## src/hw/rtl/wav_pcm_stream_parser_assert.svh

```systemverilog
// Assertion macros used by the parser top level.
`ifndef WAV_PCM_STREAM_PARSER_ASSERT_SVH
`define WAV_PCM_STREAM_PARSER_ASSERT_SVH

// Same-cycle implication, checked at every rising edge out of reset.
`define WPSP_ASSERT_NOW(name, clk, rst_n, ante, cons, msg) \
  name: assert property (@(posedge clk) disable iff (!rst_n) (ante) |-> (cons)) \
    else $error(msg);

// Next-cycle implication, checked at every rising edge out of reset.
`define WPSP_ASSERT_NEXT(name, clk, rst_n, ante, cons, msg) \
  name: assert property (@(posedge clk) disable iff (!rst_n) (ante) |=> (cons)) \
    else $error(msg);

`endif

```

## src/hw/rtl/wpsp_pkg.sv

```systemverilog
`default_nettype none

package wpsp_pkg;

  // Result kinds
  localparam logic [1:0] KIND_INFO    = 2'd0;
  localparam logic [1:0] KIND_PAYLOAD = 2'd1;
  localparam logic [1:0] KIND_ERROR   = 2'd2;

  // Error codes
  localparam logic [3:0] ERR_HDR_SHORT   = 4'd0;
  localparam logic [3:0] ERR_FMT_SIZE    = 4'd1;
  localparam logic [3:0] ERR_EXT_SHORT   = 4'd2;
  localparam logic [3:0] ERR_NOT_PCM     = 4'd3;
  localparam logic [3:0] ERR_BAD_IDS     = 4'd4;
  localparam logic [3:0] ERR_UNSUPPORTED = 4'd5;
  localparam logic [3:0] ERR_ALIGN       = 4'd6;
  localparam logic [3:0] ERR_CHUNK_SHORT = 4'd7;
  localparam logic [3:0] ERR_CHUNK_OVER  = 4'd8;
  localparam logic [3:0] ERR_NOT_DATA    = 4'd9;
  localparam logic [3:0] ERR_DATA_OVER   = 4'd10;

  // Header layout
  localparam int unsigned HdrBytes   = 36;
  localparam int unsigned ExtBytes   = 38;
  localparam int unsigned FmtSizePcm = 16;
  localparam int unsigned FmtSizeExt = 18;
  localparam int unsigned ChunkHdr   = 8;

  // Four-character chunk tags
  localparam logic [7:0] TAG_RIFF [4] = '{8'h52, 8'h49, 8'h46, 8'h46};
  localparam logic [7:0] TAG_WAVE [4] = '{8'h57, 8'h41, 8'h56, 8'h45};
  localparam logic [7:0] TAG_FMT  [4] = '{8'h66, 8'h6d, 8'h74, 8'h20};
  localparam logic [7:0] TAG_DATA [4] = '{8'h64, 8'h61, 8'h74, 8'h61};

  // One result item
  typedef struct packed {
    logic [1:0]  kind;
    logic [7:0]  out_byte;
    logic [1:0]  format_code;
    logic [31:0] sample_rate;
    logic [31:0] frame_count;
    logic [3:0]  error_code;
    logic        last;
  } wpsp_res_t;

  // Parser status seen by the top level
  typedef struct packed {
    logic res_valid;
    logic done;
  } wpsp_stat_t;

endpackage

`default_nettype wire

```

## src/hw/rtl/wpsp_in_reg.sv

```systemverilog
`default_nettype none

module wpsp_in_reg (
  input  wire logic       clk_i,
  input  wire logic       rst_ni,
  input  wire logic       in_valid_i,
  output logic            in_stall_o,
  input  wire logic [7:0] in_byte_i,
  input  wire logic       adv_i,
  output logic            s1_valid_o,
  output logic [7:0]      s1_byte_o
);

  logic       s1_valid_q, s1_valid_d;
  logic [7:0] s1_byte_q;
  logic       accept;

  // Stall only when the held byte cannot move on
  assign in_stall_o = s1_valid_q & ~adv_i;
  assign accept     = in_valid_i & ~in_stall_o;

  always_comb begin
    s1_valid_d = s1_valid_q;
    if (accept) begin
      s1_valid_d = 1'b1;
    end else if (adv_i) begin
      s1_valid_d = 1'b0;
    end
  end

  always_ff @(posedge clk_i or negedge rst_ni) begin
    if (!rst_ni) begin
      s1_valid_q <= 1'b0;
    end else begin
      s1_valid_q <= s1_valid_d;
    end
  end

  // Capture the byte of each input transaction
  always_ff @(posedge clk_i) begin
    if (accept) begin
      s1_byte_q <= in_byte_i;
    end
  end

  assign s1_valid_o = s1_valid_q;
  assign s1_byte_o  = s1_byte_q;

endmodule

`default_nettype wire

```

## src/hw/rtl/wpsp_parse.sv

```systemverilog
`default_nettype none

module wpsp_parse (
  input  wire logic        clk_i,
  input  wire logic        rst_ni,
  input  wire logic        cfg_we_i,
  input  wire logic [31:0] cfg_wdata_i,
  input  wire logic        step_i,
  input  wire logic [7:0]  byte_i,
  output wpsp_pkg::wpsp_res_t  res_o,
  output wpsp_pkg::wpsp_stat_t stat_o
);

  import wpsp_pkg::*;

  localparam logic [2:0] PH_HEADER  = 3'd0;
  localparam logic [2:0] PH_CBSIZE  = 3'd1;
  localparam logic [2:0] PH_SKIP    = 3'd2;
  localparam logic [2:0] PH_CHID    = 3'd3;
  localparam logic [2:0] PH_CHSIZE  = 3'd4;
  localparam logic [2:0] PH_PAYLOAD = 3'd5;
  localparam logic [2:0] PH_DONE    = 3'd6;

  localparam logic [5:0] HDR_LAST = 6'(HdrBytes - 1);

  logic [2:0]  phase_q, phase_d;
  logic [5:0]  hdr_pos_q, hdr_pos_d;
  logic [31:0] left_q, left_d;
  logic [1:0]  fsh_q, fsh_d;
  logic [31:0] fmt_size_q, fmt_size_d;
  logic [15:0] chan_q, chan_d;
  logic [31:0] rate_q, rate_d;
  logic [15:0] align_q, align_d;
  logic [15:0] bits_q, bits_d;
  logic [3:0]  ok_q, ok_d;
  logic [31:0] skip_q, skip_d;
  logic [31:0] pay_q, pay_d;
  logic        second_q, second_d;

  logic        res_valid;
  wpsp_res_t   res;
  logic        err_hit;
  logic [3:0]  err_code;
  logic [3:0]  ok_base;

  // Header checks, evaluated on the last header byte
  logic [15:0] bits_full;
  logic [15:0] exp_align;
  logic        chan_ok, bits_ok;
  logic        hdr_bad;
  logic [3:0]  hdr_code;

  // Chunk size and payload length math
  logic [31:0] size_full;
  logic [31:0] frames;
  logic [31:0] pay_len;
  logic [32:0] cb_need;
  logic [32:0] size_need;
  logic [32:0] left_ext;

  assign bits_full = {byte_i, bits_q[7:0]};
  assign chan_ok   = (chan_q == 16'd1) || (chan_q == 16'd2);
  assign bits_ok   = (bits_full == 16'd8) || (bits_full == 16'd16);

  always_comb begin
    case ({chan_q == 16'd2, bits_full == 16'd16})
      2'b00:   exp_align = 16'd1;
      2'b01:   exp_align = 16'd2;
      2'b10:   exp_align = 16'd2;
      default: exp_align = 16'd4;
    endcase
  end

  always_comb begin
    hdr_bad  = 1'b1;
    hdr_code = ERR_NOT_PCM;
    if (!ok_q[3]) begin
      hdr_code = ERR_NOT_PCM;
    end else if (ok_q[2:0] != 3'b111) begin
      hdr_code = ERR_BAD_IDS;
    end else if (!chan_ok || !bits_ok) begin
      hdr_code = ERR_UNSUPPORTED;
    end else if (align_q != exp_align) begin
      hdr_code = ERR_ALIGN;
    end else begin
      hdr_bad = 1'b0;
    end
  end

  // Block align is 1, 2 or 4 once the header passed: divide by shifting
  assign size_full = {byte_i, skip_q[23:0]};
  always_comb begin
    case (align_q[2:0])
      3'd4: begin
        frames  = {2'b00, size_full[31:2]};
        pay_len = {size_full[31:2], 2'b00};
      end
      3'd2: begin
        frames  = {1'b0, size_full[31:1]};
        pay_len = {size_full[31:1], 1'b0};
      end
      default: begin
        frames  = size_full;
        pay_len = size_full;
      end
    endcase
  end

  // left_q counts bytes not yet taken, so "past end" compares against it
  assign left_ext  = {1'b0, left_q};
  assign cb_need   = {17'd0, byte_i, skip_q[7:0]} + 33'(ChunkHdr);
  assign size_need = {1'b0, size_full} + 33'(ChunkHdr);
  assign ok_base   = (hdr_pos_q == 6'd0) ? 4'hf : ok_q;

  always_comb begin
    phase_d    = phase_q;
    hdr_pos_d  = hdr_pos_q;
    left_d     = left_q;
    fsh_d      = fsh_q;
    fmt_size_d = fmt_size_q;
    chan_d     = chan_q;
    rate_d     = rate_q;
    align_d    = align_q;
    bits_d     = bits_q;
    ok_d       = ok_q;
    skip_d     = skip_q;
    pay_d      = pay_q;
    second_d   = second_q;
    res_valid  = 1'b0;
    res        = '0;
    err_hit    = 1'b0;
    err_code   = ERR_HDR_SHORT;

    if (cfg_we_i) begin
      // New file: clear the parse and load its length
      phase_d    = PH_HEADER;
      hdr_pos_d  = '0;
      left_d     = cfg_wdata_i;
      fsh_d      = '0;
      fmt_size_d = '0;
      chan_d     = '0;
      rate_d     = '0;
      align_d    = '0;
      bits_d     = '0;
      ok_d       = '0;
      skip_d     = '0;
      pay_d      = '0;
      second_d   = 1'b0;
    end else if (step_i && (phase_q != PH_DONE) && (left_q != 32'd0)) begin
      left_d = left_q - 32'd1;
      case (phase_q)
        PH_HEADER: begin
          hdr_pos_d = hdr_pos_q + 6'd1;
          ok_d      = ok_base;
          if ((hdr_pos_q == 6'd0) && (left_q < 32'(HdrBytes))) begin
            err_hit  = 1'b1;
            err_code = ERR_HDR_SHORT;
          end else begin
            // Collect header fields, little-endian
            if (hdr_pos_q inside {[6'd0:6'd3]}) begin
              if (byte_i != TAG_RIFF[hdr_pos_q[1:0]]) ok_d[0] = 1'b0;
            end else if (hdr_pos_q inside {[6'd8:6'd11]}) begin
              if (byte_i != TAG_WAVE[hdr_pos_q[1:0]]) ok_d[1] = 1'b0;
            end else if (hdr_pos_q inside {[6'd12:6'd15]}) begin
              if (byte_i != TAG_FMT[hdr_pos_q[1:0]]) ok_d[2] = 1'b0;
            end else if (hdr_pos_q inside {[6'd16:6'd19]}) begin
              fmt_size_d[{hdr_pos_q[1:0], 3'b000} +: 8] = byte_i;
            end else if (hdr_pos_q == 6'd20) begin
              if (byte_i != 8'd1) ok_d[3] = 1'b0;
            end else if (hdr_pos_q == 6'd21) begin
              if (byte_i != 8'd0) ok_d[3] = 1'b0;
            end else if (hdr_pos_q inside {[6'd22:6'd23]}) begin
              chan_d[{hdr_pos_q[0], 3'b000} +: 8] = byte_i;
            end else if (hdr_pos_q inside {[6'd24:6'd27]}) begin
              rate_d[{hdr_pos_q[1:0], 3'b000} +: 8] = byte_i;
            end else if (hdr_pos_q inside {[6'd32:6'd33]}) begin
              align_d[{hdr_pos_q[0], 3'b000} +: 8] = byte_i;
            end else if (hdr_pos_q inside {[6'd34:6'd35]}) begin
              bits_d[{hdr_pos_q[0], 3'b000} +: 8] = byte_i;
            end

            // Judge the header on its last byte
            if (hdr_pos_q == HDR_LAST) begin
              if (fmt_size_q == 32'(FmtSizeExt)) begin
                if (left_q < 32'(ExtBytes - HdrBytes + 1)) begin
                  err_hit  = 1'b1;
                  err_code = ERR_EXT_SHORT;
                end else if (hdr_bad) begin
                  err_hit  = 1'b1;
                  err_code = hdr_code;
                end else begin
                  phase_d = PH_CBSIZE;
                  fsh_d   = '0;
                  skip_d  = '0;
                end
              end else if (fmt_size_q != 32'(FmtSizePcm)) begin
                err_hit  = 1'b1;
                err_code = ERR_FMT_SIZE;
              end else if (hdr_bad) begin
                err_hit  = 1'b1;
                err_code = hdr_code;
              end else if (left_q <= 32'(ChunkHdr)) begin
                err_hit  = 1'b1;
                err_code = ERR_CHUNK_SHORT;
              end else begin
                phase_d = PH_CHID;
                fsh_d   = '0;
                ok_d    = 4'b0001;
                skip_d  = '0;
              end
            end
          end
        end

        PH_CBSIZE: begin
          // Extension length, then skip that many bytes
          skip_d[{fsh_q, 3'b000} +: 8] = byte_i;
          fsh_d = fsh_q + 2'd1;
          if (fsh_q == 2'd1) begin
            if (cb_need >= left_ext) begin
              err_hit  = 1'b1;
              err_code = ERR_CHUNK_SHORT;
            end else if ({byte_i, skip_q[7:0]} == 16'd0) begin
              phase_d = PH_CHID;
              fsh_d   = '0;
              ok_d    = 4'b0001;
              skip_d  = '0;
            end else begin
              phase_d = PH_SKIP;
            end
          end
        end

        PH_SKIP: begin
          skip_d = skip_q - 32'd1;
          if (skip_q == 32'd1) begin
            phase_d = PH_CHID;
            fsh_d   = '0;
            ok_d    = 4'b0001;
            skip_d  = '0;
          end
        end

        PH_CHID: begin
          if (byte_i != TAG_DATA[fsh_q]) ok_d[0] = 1'b0;
          fsh_d = fsh_q + 2'd1;
          if (fsh_q == 2'd3) begin
            phase_d = PH_CHSIZE;
          end
        end

        PH_CHSIZE: begin
          skip_d[{fsh_q, 3'b000} +: 8] = byte_i;
          fsh_d = fsh_q + 2'd1;
          if (fsh_q == 2'd3) begin
            if (!ok_q[0]) begin
              // Other chunk: allow one, then skip it
              if (second_q) begin
                err_hit  = 1'b1;
                err_code = ERR_NOT_DATA;
              end else if (size_full >= left_q) begin
                err_hit  = 1'b1;
                err_code = ERR_CHUNK_OVER;
              end else if (size_need >= left_ext) begin
                err_hit  = 1'b1;
                err_code = ERR_CHUNK_SHORT;
              end else begin
                second_d = 1'b1;
                if (size_full == 32'd0) begin
                  phase_d = PH_CHID;
                  fsh_d   = '0;
                  ok_d    = 4'b0001;
                  skip_d  = '0;
                end else begin
                  phase_d = PH_SKIP;
                end
              end
            end else if (pay_len >= left_q) begin
              err_hit  = 1'b1;
              err_code = ERR_DATA_OVER;
            end else begin
              // Data chunk: report format, then stream whole frames
              pay_d           = pay_len;
              res_valid       = 1'b1;
              res.kind        = KIND_INFO;
              res.format_code = {chan_q == 16'd2, bits_q == 16'd16};
              res.sample_rate = rate_q;
              res.frame_count = frames;
              res.last        = (pay_len == 32'd0);
              phase_d         = (pay_len == 32'd0) ? PH_DONE : PH_PAYLOAD;
            end
          end
        end

        PH_PAYLOAD: begin
          pay_d        = pay_q - 32'd1;
          res_valid    = 1'b1;
          res.kind     = KIND_PAYLOAD;
          res.out_byte = byte_i;
          if (pay_q == 32'd1) begin
            res.last = 1'b1;
            phase_d  = PH_DONE;
          end
        end

        default: begin
          phase_d = PH_DONE;
        end
      endcase

      // First failed check ends the file
      if (err_hit) begin
        res_valid      = 1'b1;
        res            = '0;
        res.kind       = KIND_ERROR;
        res.error_code = err_code;
        res.last       = 1'b1;
        phase_d        = PH_DONE;
      end
    end
  end

  always_ff @(posedge clk_i or negedge rst_ni) begin
    if (!rst_ni) begin
      phase_q    <= PH_HEADER;
      hdr_pos_q  <= '0;
      left_q     <= '0;
      fsh_q      <= '0;
      fmt_size_q <= '0;
      chan_q     <= '0;
      rate_q     <= '0;
      align_q    <= '0;
      bits_q     <= '0;
      ok_q       <= '0;
      skip_q     <= '0;
      pay_q      <= '0;
      second_q   <= 1'b0;
    end else begin
      phase_q    <= phase_d;
      hdr_pos_q  <= hdr_pos_d;
      left_q     <= left_d;
      fsh_q      <= fsh_d;
      fmt_size_q <= fmt_size_d;
      chan_q     <= chan_d;
      rate_q     <= rate_d;
      align_q    <= align_d;
      bits_q     <= bits_d;
      ok_q       <= ok_d;
      skip_q     <= skip_d;
      pay_q      <= pay_d;
      second_q   <= second_d;
    end
  end

  assign res_o            = res;
  assign stat_o.res_valid = res_valid;
  assign stat_o.done      = (phase_q == PH_DONE);

endmodule

`default_nettype wire

```

## src/hw/rtl/wpsp_out_reg.sv

```systemverilog
`default_nettype none

module wpsp_out_reg (
  input  wire logic                clk_i,
  input  wire logic                rst_ni,
  input  wire logic                load_i,
  input  wpsp_pkg::wpsp_res_t      res_i,
  output logic                     free_o,
  output logic                     out_valid_o,
  input  wire logic                out_stall_i,
  output wpsp_pkg::wpsp_res_t      res_o
);

  import wpsp_pkg::*;

  logic      out_valid_q, out_valid_d;
  wpsp_res_t res_q;

  // Slot can take a result when empty or emptied this cycle
  assign free_o = ~out_valid_q | ~out_stall_i;

  always_comb begin
    out_valid_d = out_valid_q;
    if (load_i) begin
      out_valid_d = 1'b1;
    end else if (!out_stall_i) begin
      out_valid_d = 1'b0;
    end
  end

  always_ff @(posedge clk_i or negedge rst_ni) begin
    if (!rst_ni) begin
      out_valid_q <= 1'b0;
    end else begin
      out_valid_q <= out_valid_d;
    end
  end

  // Hold the result until its transaction completes
  always_ff @(posedge clk_i) begin
    if (load_i) begin
      res_q <= res_i;
    end
  end

  assign out_valid_o = out_valid_q;
  assign res_o       = res_q;

endmodule

`default_nettype wire

```

## src/hw/rtl/wav_pcm_stream_parser.sv

```systemverilog
// Channel  | Handshake             | Payload
// ---------+-----------------------+------------------------------------------
// in       | in_valid_i/in_stall_o | in_byte_i
// out      | out_valid_o/out_stall_i | kind_o, out_byte_o, format_code_o,
//          |                       | sample_rate_o, frame_count_o,
//          |                       | error_code_o, last_o
// cfg      | cfg_we_i              | cfg_wdata_i (file length)
//
// One byte per cycle sustained while the output is not stalled; a byte sits in
// the input register, is parsed by one pass of compare/update logic and its
// result lands in the output register.
// Reset clears all parse state at once; no clearing pass is needed.
// A stalled output register holds the input register, which then stalls in.
`default_nettype none

module wav_pcm_stream_parser (
  input  wire logic        clk_i,
  input  wire logic        rst_ni,
  input  wire logic        cfg_we_i,
  input  wire logic [31:0] cfg_wdata_i,
  input  wire logic        in_valid_i,
  output logic             in_stall_o,
  input  wire logic [7:0]  in_byte_i,
  output logic             out_valid_o,
  input  wire logic        out_stall_i,
  output logic [1:0]       kind_o,
  output logic [7:0]       out_byte_o,
  output logic [1:0]       format_code_o,
  output logic [31:0]      sample_rate_o,
  output logic [31:0]      frame_count_o,
  output logic [3:0]       error_code_o,
  output logic             last_o
);

  import wpsp_pkg::*;

  logic       s1_valid;
  logic [7:0] s1_byte;
  logic       out_free;
  logic       adv;
  wpsp_res_t  res;
  wpsp_res_t  res_out;
  wpsp_stat_t stat;

  // Move the held byte whenever the output slot can take its result
  assign adv = s1_valid & out_free;

  wpsp_in_reg u_in_reg (
    .clk_i      (clk_i),
    .rst_ni     (rst_ni),
    .in_valid_i (in_valid_i),
    .in_stall_o (in_stall_o),
    .in_byte_i  (in_byte_i),
    .adv_i      (adv),
    .s1_valid_o (s1_valid),
    .s1_byte_o  (s1_byte)
  );

  wpsp_parse u_parse (
    .clk_i       (clk_i),
    .rst_ni      (rst_ni),
    .cfg_we_i    (cfg_we_i),
    .cfg_wdata_i (cfg_wdata_i),
    .step_i      (adv),
    .byte_i      (s1_byte),
    .res_o       (res),
    .stat_o      (stat)
  );

  wpsp_out_reg u_out_reg (
    .clk_i       (clk_i),
    .rst_ni      (rst_ni),
    .load_i      (stat.res_valid),
    .res_i       (res),
    .free_o      (out_free),
    .out_valid_o (out_valid_o),
    .out_stall_i (out_stall_i),
    .res_o       (res_out)
  );

  assign kind_o        = res_out.kind;
  assign out_byte_o    = res_out.out_byte;
  assign format_code_o = res_out.format_code;
  assign sample_rate_o = res_out.sample_rate;
  assign frame_count_o = res_out.frame_count;
  assign error_code_o  = res_out.error_code;
  assign last_o        = res_out.last;

`include "wav_pcm_stream_parser_assert.svh"

  `WPSP_ASSERT_NOW(a_stall_cause, clk_i, rst_ni, in_stall_o, s1_valid && out_valid_o && out_stall_i, "input stalled without a blocked output")
  `WPSP_ASSERT_NEXT(a_in_captured, clk_i, rst_ni, in_valid_i && !in_stall_o, s1_valid, "input transaction not captured")
  `WPSP_ASSERT_NOW(a_done_silent, clk_i, rst_ni, stat.done && !cfg_we_i, !stat.res_valid, "result produced after end of file")
  `WPSP_ASSERT_NOW(a_error_last, clk_i, rst_ni, out_valid_o && (kind_o == KIND_ERROR), last_o && (out_byte_o == 8'd0), "error result without last mark")

endmodule

`default_nettype wire

```

## config.mk

```make
export PLATFORM = sky130hd
export DESIGN_NAME = wav_pcm_stream_parser
export DESIGN_NICKNAME = d
export VERILOG_FILES = /design/src/hw/rtl/wpsp_pkg.sv /design/src/hw/rtl/wpsp_in_reg.sv /design/src/hw/rtl/wpsp_parse.sv /design/src/hw/rtl/wpsp_out_reg.sv /design/src/hw/rtl/wav_pcm_stream_parser.sv
export VERILOG_INCLUDE_DIRS = /design/src /design/src/hw/rtl
export SDC_FILE = /design/constraint.sdc
export NUM_CORES = 1
export LEC_CHECK = 0
export BUFFER_PORTS_ARGS = -buffer_cell sky130_fd_sc_hd__buf_4
export CORE_MARGIN = 2
export CORE_UTILIZATION = 56
export DETAILED_ROUTE_END_ITERATION = 6
export HOLD_SLACK_MARGIN = 0.02
export PLACE_DENSITY = 0.85
export SLEW_MARGIN = 0
export SYNTH_ARGS = -nofsm -noshare
export SYNTH_HDL_FRONTEND = slang
export SYNTH_HIERARCHICAL = 1
export SYNTH_SLANG_ARGS = --single-unit
```

## constraint.sdc

```tcl
create_clock -name clk_i -period 10.81 [get_ports clk_i]
set_clock_uncertainty 0.1 [all_clocks]
set_input_delay 1.081 -clock clk_i [delete_from_list [all_inputs] [get_ports clk_i]]
set_output_delay 1.081 -clock clk_i [all_outputs]
set_load 0.1 [all_outputs]
```

==> results.sh <==
export IMPL_status="finished with violations"
export IMPL_violations="DRC"
export IMPL_placeableCoreArea_sq_um=33700
export IMPL_path_max_fanout=82
export IMPL_residual_drc_count=37
export IMPL_drtAntennaViolNets=0
export IMPL_cts_resized=0
export IMPL_required_ps=10850
export IMPL_regToRegStartpoint="u_parse/skip_q[5]"
export IMPL_place_hpwl_microns=38200
export IMPL_antennaDiodeCount=0
export IMPL_h_tree_depth=2
export IMPL_die_h_microns=189
export IMPL_timing_max_cap_violations=0
export IMPL_power_density_cell_area_nw_per_um2=189
export IMPL_synth_enable_flop_cells=89
export IMPL_cts_made_buffers=35
export IMPL_netSwitchingPower_uw=1550
export IMPL_synth_simple_gate_area_share=0.218
export IMPL_power_frac_clock=0.311
export IMPL_synthMuxAreaShare=0.0312
export IMPL_post_synthesis_register_bit_count=315
export IMPL_post_synth_xor_area_fraction=0.0360
export IMPL_report_final_slew_viol_count=0
export IMPL_synth_adder_area_share=0.0683
export IMPL_synth_common_cells="nand2_1 (275), dfrtp_1 (226), o21ai_0 (179)"
export IMPL_placement_io_buffers=127
export IMPL_internal_power_uw=2530
export IMPL_wire_per_inst_microns=21.6
export IMPL_clk_lat_worst_skew_ps=530
export IMPL_critical_path_sink_type="flop"
export IMPL_r2r_worst_path_cells=17
export IMPL_hold_path_class="reg2reg"
export IMPL_syn_avg_cell_area_sq_um=9.04
export IMPL_synth_fp_nets=2277
export IMPL_cts_hold_buffers_added=0
export IMPL_antenna_found_initial=1
export IMPL_starting_drc_count_in_detailed_routing=2531
export IMPL_ys_seq_area_frac=0.433
export IMPL_grt_setup_unrepaired="no"
export IMPL_timing_critical_path_to="u_out_reg/res_o[69]"
export IMPL_max_slew_margin=0.111
export IMPL_worst_r2r_endpoint="u_out_reg/res_o[69]"
export IMPL_post_route_util=0.642
export IMPL_totalNegativeSetupSlack_ps=0
export IMPL_num_rows=67
export IMPL_final_layout_size_suffix_gt1_frac=0.115
export IMPL_fmax_ghz=0.165
export IMPL_power_share_sequential=0.364
export IMPL_start_util=0.571
export IMPL_gpl_final_weighted_congestion=0.949
export IMPL_synth_area_leaders="dfrtp_1 (29%), edfxtp_1 (14%), ha_1 (6.8%)"
export IMPL_power_combinational_fraction=0.325
export IMPL_n_fill_cell=2683
export IMPL_synth_distinct_cells=88
export IMPL_cts_sink_count=315
export IMPL_synth_top_area_cell="dfrtp_1"
export IMPL_regToRegSetupSlack_ps=4750
export IMPL_drt_total_wl_microns=57300
export IMPL_criticalPathCategory="reg2reg"
export IMPL_main_combinational_cell_family_by_area_after_synthesis="simple AND/OR/NAND/NOR gates"
export IMPL_hold_path_startpoint="u_parse/rate_q[16]"
export IMPL_pin_count_of_the_biggest_net_entering_global_routing=87
export IMPL_synthMostInstantiatedCell="nand2_1"
export IMPL_via_count=17400
export IMPL_grt_first_pass_wirelength_microns=90500
export IMPL_root_buffer="clkbuf_16"
export IMPL_yosysTopAreaCellShare=0.294
export IMPL_nets=2325
export IMPL_number_of_global_route_vias_before_repair=16900
export IMPL_vdd_ir_drop_worst_mv=0.111
export IMPL_yosysWarnings=6
export IMPL_post_syn_instances=2127
export IMPL_postSynth_asyncResetShare=0.717
export IMPL_routed_via_density=6.57
export IMPL_yosys_most_used_dff="dfrtp_1"
export IMPL_grt_total_usage=0.318
export IMPL_crit_path_dat_ps=6100
export IMPL_grt_remaining_overflow=0
export IMPL_clockBufferDepth=3
export IMPL_die_w_microns=189
export IMPL_setup_viol=0
export IMPL_post_synth_instance_area_sq_um=19200
export IMPL_worst_slew_pin_slew_ps=1320
export IMPL_cts_tree="yes"
export IMPL_finalWorstPathRequiredPeriod_ps=6060
export IMPL_cp_start_kind="flop"
export IMPL_areaGrowthSynthToFinish_pct=12.4
export IMPL_layout_worst_path_cycle_share=0.561
export IMPL_clock_slew_at_reported_path_ffs_ps=60
export IMPL_startpoint="u_parse/skip_q[5]"
export IMPL_die_area_sq_um=35800
export IMPL_power_leakage_uw=0.00911
export IMPL_detail_route_first_pass_iterations=7
export IMPL_post_cts_repair_setup_buffers=0
export IMPL_power_share_switching=0.380
export IMPL_timing_final_hold_violations=0
export IMPL_top_level_ports=128
export IMPL_synth_compound_gate_area_share=0.170
placed cells by master, fill, tap and decap left out, types with 9 or more instances in the layout:
master / instances
nand2_1: 274
dfrtp_1: 226
o21ai_0: 179
nor2_1: 174
buf_4: 152
a21oi_1: 120
ha_1: 105
edfxtp_1: 89
inv_1: 70
nor3_1: 67
xnor2_1: 57
nand3_1: 55
mux2i_1: 52
nor4_1: 51
a22oi_1: 47
and2_1: 42
clkbuf_16: 37
nand4_1: 35
and3_1: 25
xor2_1: 22
nor2b_1: 21
a31oi_1: 19
o21ai_1: 19
nand2b_1: 16
or3_1: 13
a22o_1: 13
nor3b_1: 11
a21o_1: 10
o221ai_1: 10
o22ai_1: 9
layout make-up:
class	count	area, sq um	share of cell area
timing repair buffer	153	1160	0.0535
tap	448	561	0.0259
inverter	70	263	0.0121
multi-input combinational	1600	10100	0.466
clock inverter	15	221	0.0102
clock buffer	49	1020	0.0472
sequential	315	8330	0.385
critical path, cell delays in order (launching register included):
cell      delay, ps
dfrtp_1         700
nand3_1         510
nor3_1          480
nand2b_1        180
or2_2           370
nor2_1          150
xor2_1          100
ha_1            350
nand4_1         140
or4_1           560
nor3_1          270
a311o_1         210
o41ai_1          80
buf_4           160
nand4_1         110
a21o_1          170
nand2_1         150
nand2_4         780
cell families after synthesis:
kind of cell	Yosys count
simple gates	841
compound gates	516
flops	315
buf+inv	212
fa+ha+maj	105
xor+xnor	79
mux	59
per-stage QoR:
stage	worst slack (ps)	cells	total power, uW	hold slack, ps	instance area, sq um
after floorplan	5790	2127	2380	340	19200
after global placement	5150	2586	2720	354	20400
after detailed placement	4930	2586	2760	363	20400
after CTS	4890	2650	4030	377	21600
after global routing	4410	2650	4260	412	21600
final	4750	2650	4080	373	21600
layer usage:
metal | track usage | vias up | share of wire
li1 | - | 7788 | -
met1 | 0.430 | 8209 | 0.40
met2 | 0.488 | 1177 | 0.44
met3 | 0.0662 | 247 | 0.11
met4 | 0.154 | 2 | 0.050
met5 | 0 | - | 0.00030
power groups by stage:
| stage | sequential, uW | combinational, uW | clock (uW) |
|---|---|---|---|
| after floorplan | 1420 | 968 | 0 |
| after global placement | 1480 | 1230 | 0 |
| after detailed placement | 1490 | 1260 | 0 |
| after CTS | 1470 | 1280 | 1280 |
| after global routing | 1490 | 1440 | 1320 |
| final | 1490 | 1330 | 1270 |
registers in the layout (all words and copies together) (netlist names), 2 cells and up:
register and count:
u_in_reg/s1_byte_o 8, u_parse/skip_q 32, u_out_reg/res_o 81, u_parse/bits_q 16, u_parse/phase_q 3, u_parse/left_q 32, u_parse/align_q 16, u_parse/pay_q 32
u_parse/chan_q 16, u_parse/ok_q 4, u_parse/rate_q 32, u_parse/fsh_q 2, u_parse/hdr_pos_q 6, u_parse/fmt_size_q 32
how the worst min path moves through the flow:
stage / to / cells past startpoint
floorplan: u_parse/rate_q[21] / 2
global placement: u_parse/rate_q[7] / 2
detailed placement: u_parse/rate_q[16] / 2
CTS: u_parse/rate_q[16] / 2
global route: u_parse/rate_q[18] / 2
finish: u_parse/rate_q[16] / 2
No activity file was read; power rests on OpenSTA's default activity.
